==> src/pesp_pkg.sv <==
// Package for the PES packet header parser: phase codes, result and error codes, config indices and step outcomes.
// No dependencies.
`default_nettype none
package pesp_pkg;
  typedef enum logic [14:0] {
    PH_PREFIX   = 15'h0001,
    PH_HUNT     = 15'h0002,
    PH_ID       = 15'h0004,
    PH_LEN_HI   = 15'h0008,
    PH_LEN_LO   = 15'h0010,
    PH_M1_STUFF = 15'h0020,
    PH_M1_STD2  = 15'h0040,
    PH_M1_LEAD  = 15'h0080,
    PH_M2_B0    = 15'h0100,
    PH_M2_B1    = 15'h0200,
    PH_M2_B2    = 15'h0400,
    PH_TS       = 15'h0800,
    PH_M2_SKIP  = 15'h1000,
    PH_PAYLOAD  = 15'h2000,
    PH_SKIP     = 15'h4000
  } phase_t;

  localparam logic [1:0] KIND_HEADER  = 2'd0;
  localparam logic [1:0] KIND_PAYLOAD = 2'd1;
  localparam logic [1:0] KIND_ERROR   = 2'd2;

  localparam logic [1:0] ERR_PREFIX = 2'd0;
  localparam logic [1:0] ERR_MARKER = 2'd1;
  localparam logic [1:0] ERR_SHORT  = 2'd2;

  localparam logic [0:0] CFG_WANTED_ID = 1'b0;
  localparam logic [0:0] CFG_MPEG2     = 1'b1;

  typedef enum logic [1:0] {
    GO_ON    = 2'd0,
    GO_BAD   = 2'd1,
    GO_DONE  = 2'd2,
    GO_SHORT = 2'd3
  } go_t;
endpackage
`default_nettype wire

==> src/pes_packet_header_parser_top.sv <==
// PES packet header parser top level: byte parser with registered output and skid stage.
// Depends on pesp_pkg.
//
// channel  | direction | handshake         | payload
// in       | input     | in_valid/in_stall | in_stream_byte
// out      | output    | out_valid/out_stall | result fields
// cfg      | input     | cfg_we            | cfg_index, cfg_data
//
// One byte per cycle while in_stall is low; the state update is a single registered pass.
// An accepted byte's result is registered in the output register, or in the skid register while out_stall holds it.
// A skid register holds one result while out_stall is high; in_stall rises only
// when both the output and skid registers are full.
// Reset is synchronous, active low.
`default_nettype none
module pes_packet_header_parser_top (
  input  wire logic        clk,
  input  wire logic        rst_n,
  input  wire logic        in_valid,
  output logic             in_stall,
  input  wire logic [7:0]  in_stream_byte,
  output logic             out_valid,
  input  wire logic        out_stall,
  output logic [1:0]       out_result_kind,
  output logic [7:0]       out_payload_byte,
  output logic             out_last_of_packet,
  output logic [7:0]       out_packet_stream_id,
  output logic             out_pts_present,
  output logic [32:0]      out_pts_value,
  output logic             out_dts_present,
  output logic [32:0]      out_dts_value,
  output logic [1:0]       out_scrambling_mode,
  output logic             out_alignment_flag,
  output logic [15:0]      out_payload_count,
  output logic [1:0]       out_error_code,
  input  wire logic        cfg_we,
  input  wire logic        cfg_index,
  input  wire logic [7:0]  cfg_data
);
  import pesp_pkg::*;

  typedef struct packed {
    logic [1:0]  kind;
    logic [7:0]  pbyte;
    logic        last;
    logic [7:0]  id;
    logic        pts_p;
    logic [32:0] pts;
    logic        dts_p;
    logic [32:0] dts;
    logic [1:0]  scr;
    logic        align;
    logic [15:0] count;
    logic [1:0]  err;
  } res_t;

  logic [7:0]  wanted_r;
  logic        mpeg2_r;
  phase_t      phase_r, phase_nxt;
  logic [23:0] shift_r, shift_nxt;
  logic [15:0] left_r, left_nxt;
  logic [7:0]  hleft_r, hleft_nxt;
  logic [3:0]  fidx_r, fidx_nxt;
  logic        fl_pts_r, fl_pts_nxt, fl_dts_r, fl_dts_nxt;
  logic        fl_align_r, fl_align_nxt, fl_m2_r, fl_m2_nxt;
  logic [1:0]  fl_scr_r, fl_scr_nxt;
  logic [32:0] pts_r, pts_nxt, dts_r, dts_nxt;
  logic [7:0]  id_r, id_nxt;

  res_t        res_nxt, out_r, skid_r;
  logic        emit_nxt;
  logic        out_v_r, skid_v_r;
  logic        acc;

  assign in_stall = skid_v_r;
  assign acc = in_valid && !skid_v_r;

  logic [7:0]  b;
  logic [15:0] left_dec;
  go_t         r;
  logic        hdr;
  logic        ts_en;
  go_t         ts_r;
  logic        lead_en;
  logic [3:0]  need;
  assign b = in_stream_byte;

  always_comb begin
    logic        second;
    logic [3:0]  pos;
    logic [32:0] a;
    logic [3:0]  lead;
    logic [4:0]  idx;
    phase_nxt = phase_r; shift_nxt = shift_r; left_nxt = left_r; hleft_nxt = hleft_r;
    fidx_nxt = fidx_r; fl_pts_nxt = fl_pts_r; fl_dts_nxt = fl_dts_r;
    fl_align_nxt = fl_align_r; fl_m2_nxt = fl_m2_r; fl_scr_nxt = fl_scr_r;
    pts_nxt = pts_r; dts_nxt = dts_r; id_nxt = id_r;
    res_nxt = '0; emit_nxt = 1'b0;
    left_dec = (left_r != 16'd0) ? left_r - 16'd1 : 16'd0;
    r = GO_ON; hdr = 1'b0; ts_en = 1'b0; ts_r = GO_ON; lead_en = 1'b0;
    need = 4'd0;
    second = 1'b0; pos = 4'd0; a = '0; lead = 4'd0; idx = 5'd0;

    unique case (phase_r)
      PH_PREFIX: begin
        shift_nxt = {shift_r[15:0], b};
        if ((fidx_r < 4'd2) ? (b != 8'd0) : (b != 8'd1)) begin
          phase_nxt = PH_HUNT; fidx_nxt = 4'd0;
          emit_nxt = 1'b1; res_nxt.kind = KIND_ERROR; res_nxt.last = 1'b1;
          res_nxt.err = ERR_PREFIX;
        end else if (fidx_r >= 4'd2) begin
          phase_nxt = PH_ID; fidx_nxt = 4'd0;
        end else begin
          fidx_nxt = fidx_r + 4'd1;
        end
      end
      PH_HUNT: begin
        shift_nxt = {shift_r[15:0], b};
        if ({shift_r[15:0], b} == 24'h000001) phase_nxt = PH_ID;
      end
      PH_ID: begin
        id_nxt = b; phase_nxt = PH_LEN_HI;
      end
      PH_LEN_HI: begin
        left_nxt = {b, 8'd0}; phase_nxt = PH_LEN_LO;
      end
      PH_LEN_LO: begin
        left_nxt = {left_r[15:8], b};
        if (id_r != wanted_r) begin
          if ({left_r[15:8], b} != 16'd0) phase_nxt = PH_SKIP;
          else begin
            phase_nxt = PH_PREFIX; shift_nxt = '0; fidx_nxt = 4'd0;
          end
        end else if ({left_r[15:8], b} == 16'd0) begin
          phase_nxt = PH_PREFIX; shift_nxt = '0; fidx_nxt = 4'd0;
          emit_nxt = 1'b1; res_nxt.kind = KIND_ERROR; res_nxt.last = 1'b1;
          res_nxt.id = id_r; res_nxt.err = ERR_SHORT;
        end else begin
          fl_m2_nxt = mpeg2_r; fl_pts_nxt = 1'b0; fl_dts_nxt = 1'b0;
          fl_align_nxt = 1'b0; fl_scr_nxt = 2'd0;
          pts_nxt = '0; dts_nxt = '0; hleft_nxt = 8'd0; fidx_nxt = 4'd0;
          phase_nxt = mpeg2_r ? PH_M2_B0 : PH_M1_STUFF;
        end
      end
      PH_PAYLOAD: begin
        left_nxt = left_dec;
        emit_nxt = 1'b1; res_nxt.kind = KIND_PAYLOAD; res_nxt.pbyte = b;
        res_nxt.last = (left_dec == 16'd0); res_nxt.id = id_r;
        if (left_dec == 16'd0) begin
          phase_nxt = PH_PREFIX; shift_nxt = '0; fidx_nxt = 4'd0;
        end
      end
      PH_SKIP: begin
        left_nxt = left_dec;
        if (left_dec == 16'd0) begin
          phase_nxt = PH_PREFIX; shift_nxt = '0; fidx_nxt = 4'd0;
        end
      end
      PH_M1_STUFF, PH_M1_STD2, PH_M1_LEAD, PH_M2_B0, PH_M2_B1, PH_M2_B2,
      PH_TS, PH_M2_SKIP: begin
        hdr = 1'b1;
        left_nxt = left_dec;
      end
      default: begin
        phase_nxt = PH_PREFIX; shift_nxt = '0; fidx_nxt = 4'd0;
      end
    endcase

    if (hdr) begin
      unique case (phase_r)
        PH_M1_STUFF: begin
          if (b == 8'hFF) r = GO_ON;
          else if (b[7:6] == 2'b01) begin
            phase_nxt = PH_M1_STD2; r = GO_ON;
          end else lead_en = 1'b1;
        end
        PH_M1_STD2: begin
          phase_nxt = PH_M1_LEAD; r = GO_ON;
        end
        PH_M1_LEAD: lead_en = 1'b1;
        PH_M2_B0: begin
          if (b[7:6] != 2'b10) r = GO_BAD;
          else begin
            fl_scr_nxt = b[5:4];
            if (b[2]) fl_align_nxt = 1'b1;
            phase_nxt = PH_M2_B1;
          end
        end
        PH_M2_B1: begin
          if (b[7:6] == 2'b01) r = GO_BAD;
          else begin
            if (b[7]) fl_pts_nxt = 1'b1;
            if (b[7:6] == 2'b11) fl_dts_nxt = 1'b1;
            phase_nxt = PH_M2_B2;
          end
        end
        PH_M2_B2: begin
          hleft_nxt = b;
          need = fl_dts_r ? 4'd10 : (fl_pts_r ? 4'd5 : 4'd0);
          if (b < {4'd0, need}) r = GO_SHORT;
          else if (need == 4'd0) begin
            if (b == 8'd0) r = GO_DONE;
            else phase_nxt = PH_M2_SKIP;
          end else begin
            fidx_nxt = 4'd0; phase_nxt = PH_TS;
          end
        end
        PH_TS: ts_en = 1'b1;
        default: begin
          hleft_nxt = (hleft_r != 8'd0) ? hleft_r - 8'd1 : 8'd0;
          r = (hleft_nxt == 8'd0) ? GO_DONE : GO_ON;
        end
      endcase

      if (lead_en) begin
        if (b[7:4] == 4'h2 || b[7:4] == 4'h3) begin
          fl_pts_nxt = 1'b1;
          if (b[4]) fl_dts_nxt = 1'b1;
          fidx_nxt = 4'd0; phase_nxt = PH_TS; ts_en = 1'b1;
        end else if (b == 8'h0F) r = GO_DONE;
        else r = GO_BAD;
      end

      if (ts_en) begin
        idx = lead_en ? 5'd0 : {1'b0, fidx_r};
        second = idx >= 5'd5;
        pos = second ? idx[3:0] - 4'd5 : idx[3:0];
        a = second ? dts_r : (lead_en ? 33'd0 : pts_r);
        lead = second ? 4'h1 : (fl_dts_nxt ? 4'h3 : 4'h2);
        ts_r = GO_ON;
        case (pos)
          4'd0: begin
            if (b[7:4] != lead || !b[0]) ts_r = GO_BAD;
            else a = {b[3:1], 30'd0};
          end
          4'd1: a = a | {3'd0, b, 22'd0};
          4'd2: begin
            if (!b[0]) ts_r = GO_BAD;
            else a = a | {11'd0, b[7:1], 15'd0};
          end
          4'd3: a = a | {18'd0, b, 7'd0};
          default: begin
            if (!b[0]) ts_r = GO_BAD;
            else a = a | {26'd0, b[7:1]};
          end
        endcase
        if (ts_r != GO_BAD) begin
          if (second) dts_nxt = a; else pts_nxt = a;
          idx = idx + 5'd1;
          fidx_nxt = idx[3:0];
          if (idx == 5'd10 || (idx == 5'd5 && !fl_dts_nxt)) ts_r = GO_DONE;
        end
        r = ts_r;
        if (!lead_en && fl_m2_r) begin
          hleft_nxt = (hleft_r != 8'd0) ? hleft_r - 8'd1 : 8'd0;
          if (ts_r == GO_DONE && hleft_nxt != 8'd0) begin
            phase_nxt = PH_M2_SKIP; r = GO_ON;
          end
        end
      end

      if (r == GO_DONE) begin
        emit_nxt = 1'b1; res_nxt.kind = KIND_HEADER;
        res_nxt.last = (left_dec == 16'd0); res_nxt.id = id_r;
        res_nxt.pts_p = fl_pts_nxt; res_nxt.pts = fl_pts_nxt ? pts_nxt : '0;
        res_nxt.dts_p = fl_dts_nxt; res_nxt.dts = fl_dts_nxt ? dts_nxt : '0;
        res_nxt.scr = fl_scr_nxt; res_nxt.align = fl_align_nxt;
        res_nxt.count = left_dec;
        if (left_dec == 16'd0) begin
          phase_nxt = PH_PREFIX; shift_nxt = '0; fidx_nxt = 4'd0;
        end else phase_nxt = PH_PAYLOAD;
      end else if (!(r == GO_ON && left_dec != 16'd0)) begin
        emit_nxt = 1'b1; res_nxt.kind = KIND_ERROR; res_nxt.last = 1'b1;
        res_nxt.id = id_r; res_nxt.err = (r == GO_BAD) ? ERR_MARKER : ERR_SHORT;
        if (left_dec != 16'd0) phase_nxt = PH_SKIP;
        else begin
          phase_nxt = PH_PREFIX; shift_nxt = '0; fidx_nxt = 4'd0;
        end
      end
    end
  end

  always_ff @(posedge clk) begin
    if (!rst_n) begin
      wanted_r <= 8'd224; mpeg2_r <= 1'b1;
      phase_r <= PH_PREFIX; shift_r <= '0; left_r <= '0; hleft_r <= '0;
      fidx_r <= '0; fl_pts_r <= 1'b0; fl_dts_r <= 1'b0; fl_align_r <= 1'b0;
      fl_m2_r <= 1'b0; fl_scr_r <= '0; pts_r <= '0; dts_r <= '0; id_r <= '0;
      out_v_r <= 1'b0; skid_v_r <= 1'b0;
    end else begin
      if (cfg_we) begin
        case (cfg_index)
          CFG_WANTED_ID: wanted_r <= cfg_data;
          CFG_MPEG2:     mpeg2_r <= cfg_data[0];
          default: ;
        endcase
      end
      if (acc) begin
        phase_r <= phase_nxt; shift_r <= shift_nxt; left_r <= left_nxt;
        hleft_r <= hleft_nxt; fidx_r <= fidx_nxt; fl_pts_r <= fl_pts_nxt;
        fl_dts_r <= fl_dts_nxt; fl_align_r <= fl_align_nxt; fl_m2_r <= fl_m2_nxt;
        fl_scr_r <= fl_scr_nxt; pts_r <= pts_nxt; dts_r <= dts_nxt; id_r <= id_nxt;
      end
      if (!out_v_r || !out_stall) begin
        if (skid_v_r) begin
          out_v_r <= 1'b1; out_r <= skid_r; skid_v_r <= 1'b0;
        end else begin
          out_v_r <= acc && emit_nxt; out_r <= res_nxt;
        end
      end else if (acc && emit_nxt) begin
        skid_v_r <= 1'b1; skid_r <= res_nxt;
      end
    end
  end

  assign out_valid            = out_v_r;
  assign out_result_kind      = out_r.kind;
  assign out_payload_byte     = out_r.pbyte;
  assign out_last_of_packet   = out_r.last;
  assign out_packet_stream_id = out_r.id;
  assign out_pts_present      = out_r.pts_p;
  assign out_pts_value        = out_r.pts;
  assign out_dts_present      = out_r.dts_p;
  assign out_dts_value        = out_r.dts;
  assign out_scrambling_mode  = out_r.scr;
  assign out_alignment_flag   = out_r.align;
  assign out_payload_count    = out_r.count;
  assign out_error_code       = out_r.err;
endmodule
`default_nettype wire
==> config.mk <==
export PLATFORM = sky130hd
export DESIGN_NAME = pes_packet_header_parser_top
export DESIGN_NICKNAME = d
export VERILOG_FILES = /design/src/pesp_pkg.sv /design/src/pes_packet_header_parser_top.sv
export SDC_FILE = /design/constraint.sdc
export NUM_CORES = 1
export LEC_CHECK = 0
export BUFFER_PORTS_ARGS = -buffer_cell sky130_fd_sc_hd__buf_2
export CORE_ASPECT_RATIO = 1.75
export CORE_UTILIZATION = 55
export DETAILED_ROUTE_END_ITERATION = 10
export PLACE_DENSITY_LB_ADDON = 0.12
export SLEW_MARGIN = 20
export SYNTH_ARGS = -nofsm -noshare
export SYNTH_HDL_FRONTEND = slang
export SYNTH_SLANG_ARGS = --single-unit
==> constraint.sdc <==
create_clock -name clk -period 14.3 [get_ports clk]
set_input_delay 1.43 -clock clk [delete_from_list [all_inputs] [get_ports clk]]
set_output_delay 1.43 -clock clk [all_outputs]
set_load 0.01 [all_outputs]
==> impl_metrics.ini <==
[outcome]
outcome = completed

[global_route]
grt_first_pass_wirelength_microns = 88900
grt_max_degree = 82
antenna_found_initial = 0
track_usage_pct = 34.5
grt_pass1_vias = 15350
grt_overflow = 0

[route]
routedWlPerCell_microns = 23.9
drtAntennaViolNets = 0
drt-total-wl_microns = 59100
wl_met2_microns = 30200
routed-wl-met3_microns = 3190
via_per_inst = 6.36
drt_iter0_drc = 1121
routed.top_layer = met4
drt-met1-wl_microns = 21000
first_pass_iters = 9
vias = 15734
drc_errors = 0

[timing]
slew_headroom_pct = 25.9
final.setup.tns_ps = 0
fmax_mhz = 157
slew_viol_final = 0
fin_ws_ps = 7950
fin_crit_ps = 6350
finalHoldViolCount = 0
fin_crit_sh_pct = 44.4
setup_viol = 0
rsz0062_at_grt = no
tightest_slew_ps = 1100
clock_skew_ps = 26.4

[cts]
cts_tree = yes
cts_made_buffers = 34
cts_root_buffer = clkbuf_16
ctsLongestPathBuffers = 3
cts_setup_buffers = 0
hold_buffers = 0
clkTransAtPathRegs_ps = 70
ctsResizeCount = 0
cts_max_level = 2
clk_latency_ps = 560
cts.sinks = 366

[logic_synthesis]
synth_cell_types = 84
synthTopCellsByArea = edfxtp_1, dfxtp_1, nand2_1
synth_edf_count = 216
synth_ff_type = edfxtp_1
syn_nets = 2016
async_reset_ff_share_pct = 0
syn_inst = 1982
ys_seq_elements = 366
yosys.area.top_type_share_pct = 35.4
syn_area_sq_mm = 0.0183
ys_seq_area_share_pct = 51.7
synth_warnings = 0
yosysTopAreaCell = edfxtp_1
avgSynthCellArea_sq_um = 9.26

[floorplan]
design.core.area_sq_mm = 0.0329
initial_core_util_pct = 55.7
ios = 132
die_w_microns = 140
die_y_microns = 244
die_area_sq_mm = 0.0341
core.rowCount = 88

[power_and_ir_drop]
peakVddDrop_v = 0.0000989
p_leak_nw = 7.57
powerDensity_mw_per_mm2 = 108
p_total_mw = 2.19

[placement]
portBuffers = 131
post-dp-hpwl_microns = 40000
gp_congestion = 0.988
dp_slack_ps = 7460
dp_cells = 2410

[critical_path]
r2r_cells = 16
cp.required_ps = 14670
cp-end-kind = register
worst-path-max-fanout = 37
rr_endpoint = out_dts_value[19]$_DFFE_PP_
r2r_slack_ps = 8260
r2r-start = phase_r[5]$_SDFFE_PN0P_
arrival_ps = 6730
path_class = in2reg
cp-start-kind = input port

[hold_path]
hold_start = dts_r[0]$_SDFFE_PN0P_
min_path_type = reg2reg
holdPathEnd = dts_r[0]$_SDFFE_PN0P_
min_delay_path_depth = 2

[flow_run]
drv_cap = 0

[cells_and_area]
syn2layout_area_growth_pct = 10.6
fin_cells = 2472
diodes = 0
layout-drive-gt1-share_pct = 13.8
final_nets = 2075
[cells by family (layout without fill, tap and decap cells)]
family                   count (synthesis)  count (layout)  synth area share [%]
flip-flops                             366             366                  51.7
XOR/XNOR                                29              29                  1.38
AO/OA/AOI/OAI                          520             520                  18.0
adder cells (fa/ha/maj)                 12              12                 0.818
buffers and inverters                  169             254                  4.05
multiplexers                            56              56                  3.16
AND/OR/NAND/NOR                        830             830                  20.8
[power by group]
group	leakage (nW)	internal (mW)	switching (mW)
registers	3.46	1.14	0.0145
clock network	0.532	0.493	0.408
logic	3.57	0.0385	0.101
[registers in the layout (all words and copies together) (netlist names), 15 cells and up]
name and count:
left_r 16, out_pts_value 33, out_dts_value 33, pts_r 33
out_payload_count 16, shift_r 16, dts_r 33, skid_r 108
phase_r 15
[metrics by stage]
stage	hold slack [ps]	util (%)	cell area, sq um
floorplan	438	-	18300
CTS	471	61.6	20300
finish	469	61.6	20300
detailed placement	462	58.3	19200
global placement	450	58.3	19200
global route	486	61.6	20300
[per-layer routing]
layer / up-vias / global-route usage, %
li1: 7293 / -
met1: 7546 / 37.0
met2: 671 / 61.0
met3: 224 / 4.95
met4: 0 / 26.4
met5: - / 0
[cell usage in the layout (no fill, tap or decap), types with 20 or more instances in the layout]
cell	n
edfxtp_1	216
and2_1	28
clkbuf_16	35
mux2i_1	40
nand2_1	339
nor2_1	235
nor4_1	23
nand4_1	21
buf_4	36
nand3_1	41
a21oi_1	169
o31ai_1	50
inv_1	20
o21ai_1	40
o21ai_0	113
nor3_1	34
a22o_1	22
dfxtp_1	149
buf_2	131
[cell type report]
type / instances / area [sq um]
tap: 405 / 507
sequential: 366 / 9490
clock buffer: 46 / 957
clock inverter: 16 / 120
inverter: 25 / 93.8
multi-input combinational: 1447 / 8180
fill: 2834 / 12600
timing repair buffer: 167 / 926
[how the worst max path moves through the flow]
| stage | start | to | slack (ps) | cells past startpoint |
|---|---|---|---|---|
| final | in_stream_byte[2] | out_dts_value[19]$_DFFE_PP_ | 7950 | 16 |
| after global routing | in_stream_byte[2] | out_dts_value[19]$_DFFE_PP_ | 7580 | 16 |
| after CTS | in_stream_byte[2] | out_dts_value[19]$_DFFE_PP_ | 8020 | 16 |
| after detailed placement | in_stream_byte[1] | out_dts_value[19]$_DFFE_PP_ | 7460 | 16 |
| after global placement | in_stream_byte[2] | out_dts_value[29]$_DFFE_PP_ | 7650 | 16 |
| after floorplan | in_stream_byte[0] | skid_r[0]$_DFFE_PP_ | 6690 | 15 |
[cells in the mapped netlist (11+ instances only)]
cell type	instances
dfxtp_1	150
buf_2	15
o21ai_0	114
mux2i_1	40
nor4_1	24
xnor2_1	15
edfxtp_1	216
a22oi_1	12
nand2_1	339
a21oi_1	171
nor3_1	34
nand2b_1	11
xor2_1	14
clkbuf_1	107
nand4_1	21
nor2_1	238
inv_1	20
mux2_2	16
a22o_1	22
nand3_1	41
o21ai_1	39
and2_1	29
ha_1	12
nor2b_1	14
o31ai_1	50
nor3b_1	12
[worst max-delay path, cell delays in order]
cell and delay (ps):
buf_2 450, and4_1 290, a41o_1 300, o21a_1 280, nand2_1 160, ha_1 260
nand2b_1 220, a21o_1 340, o211ai_1 300, nand3_1 190, or3_1 470, a31oi_4 190
buf_4 460, and2_2 830, a21oi_1 240, o31ai_1 250
Power figures use the tool's default switching activity.
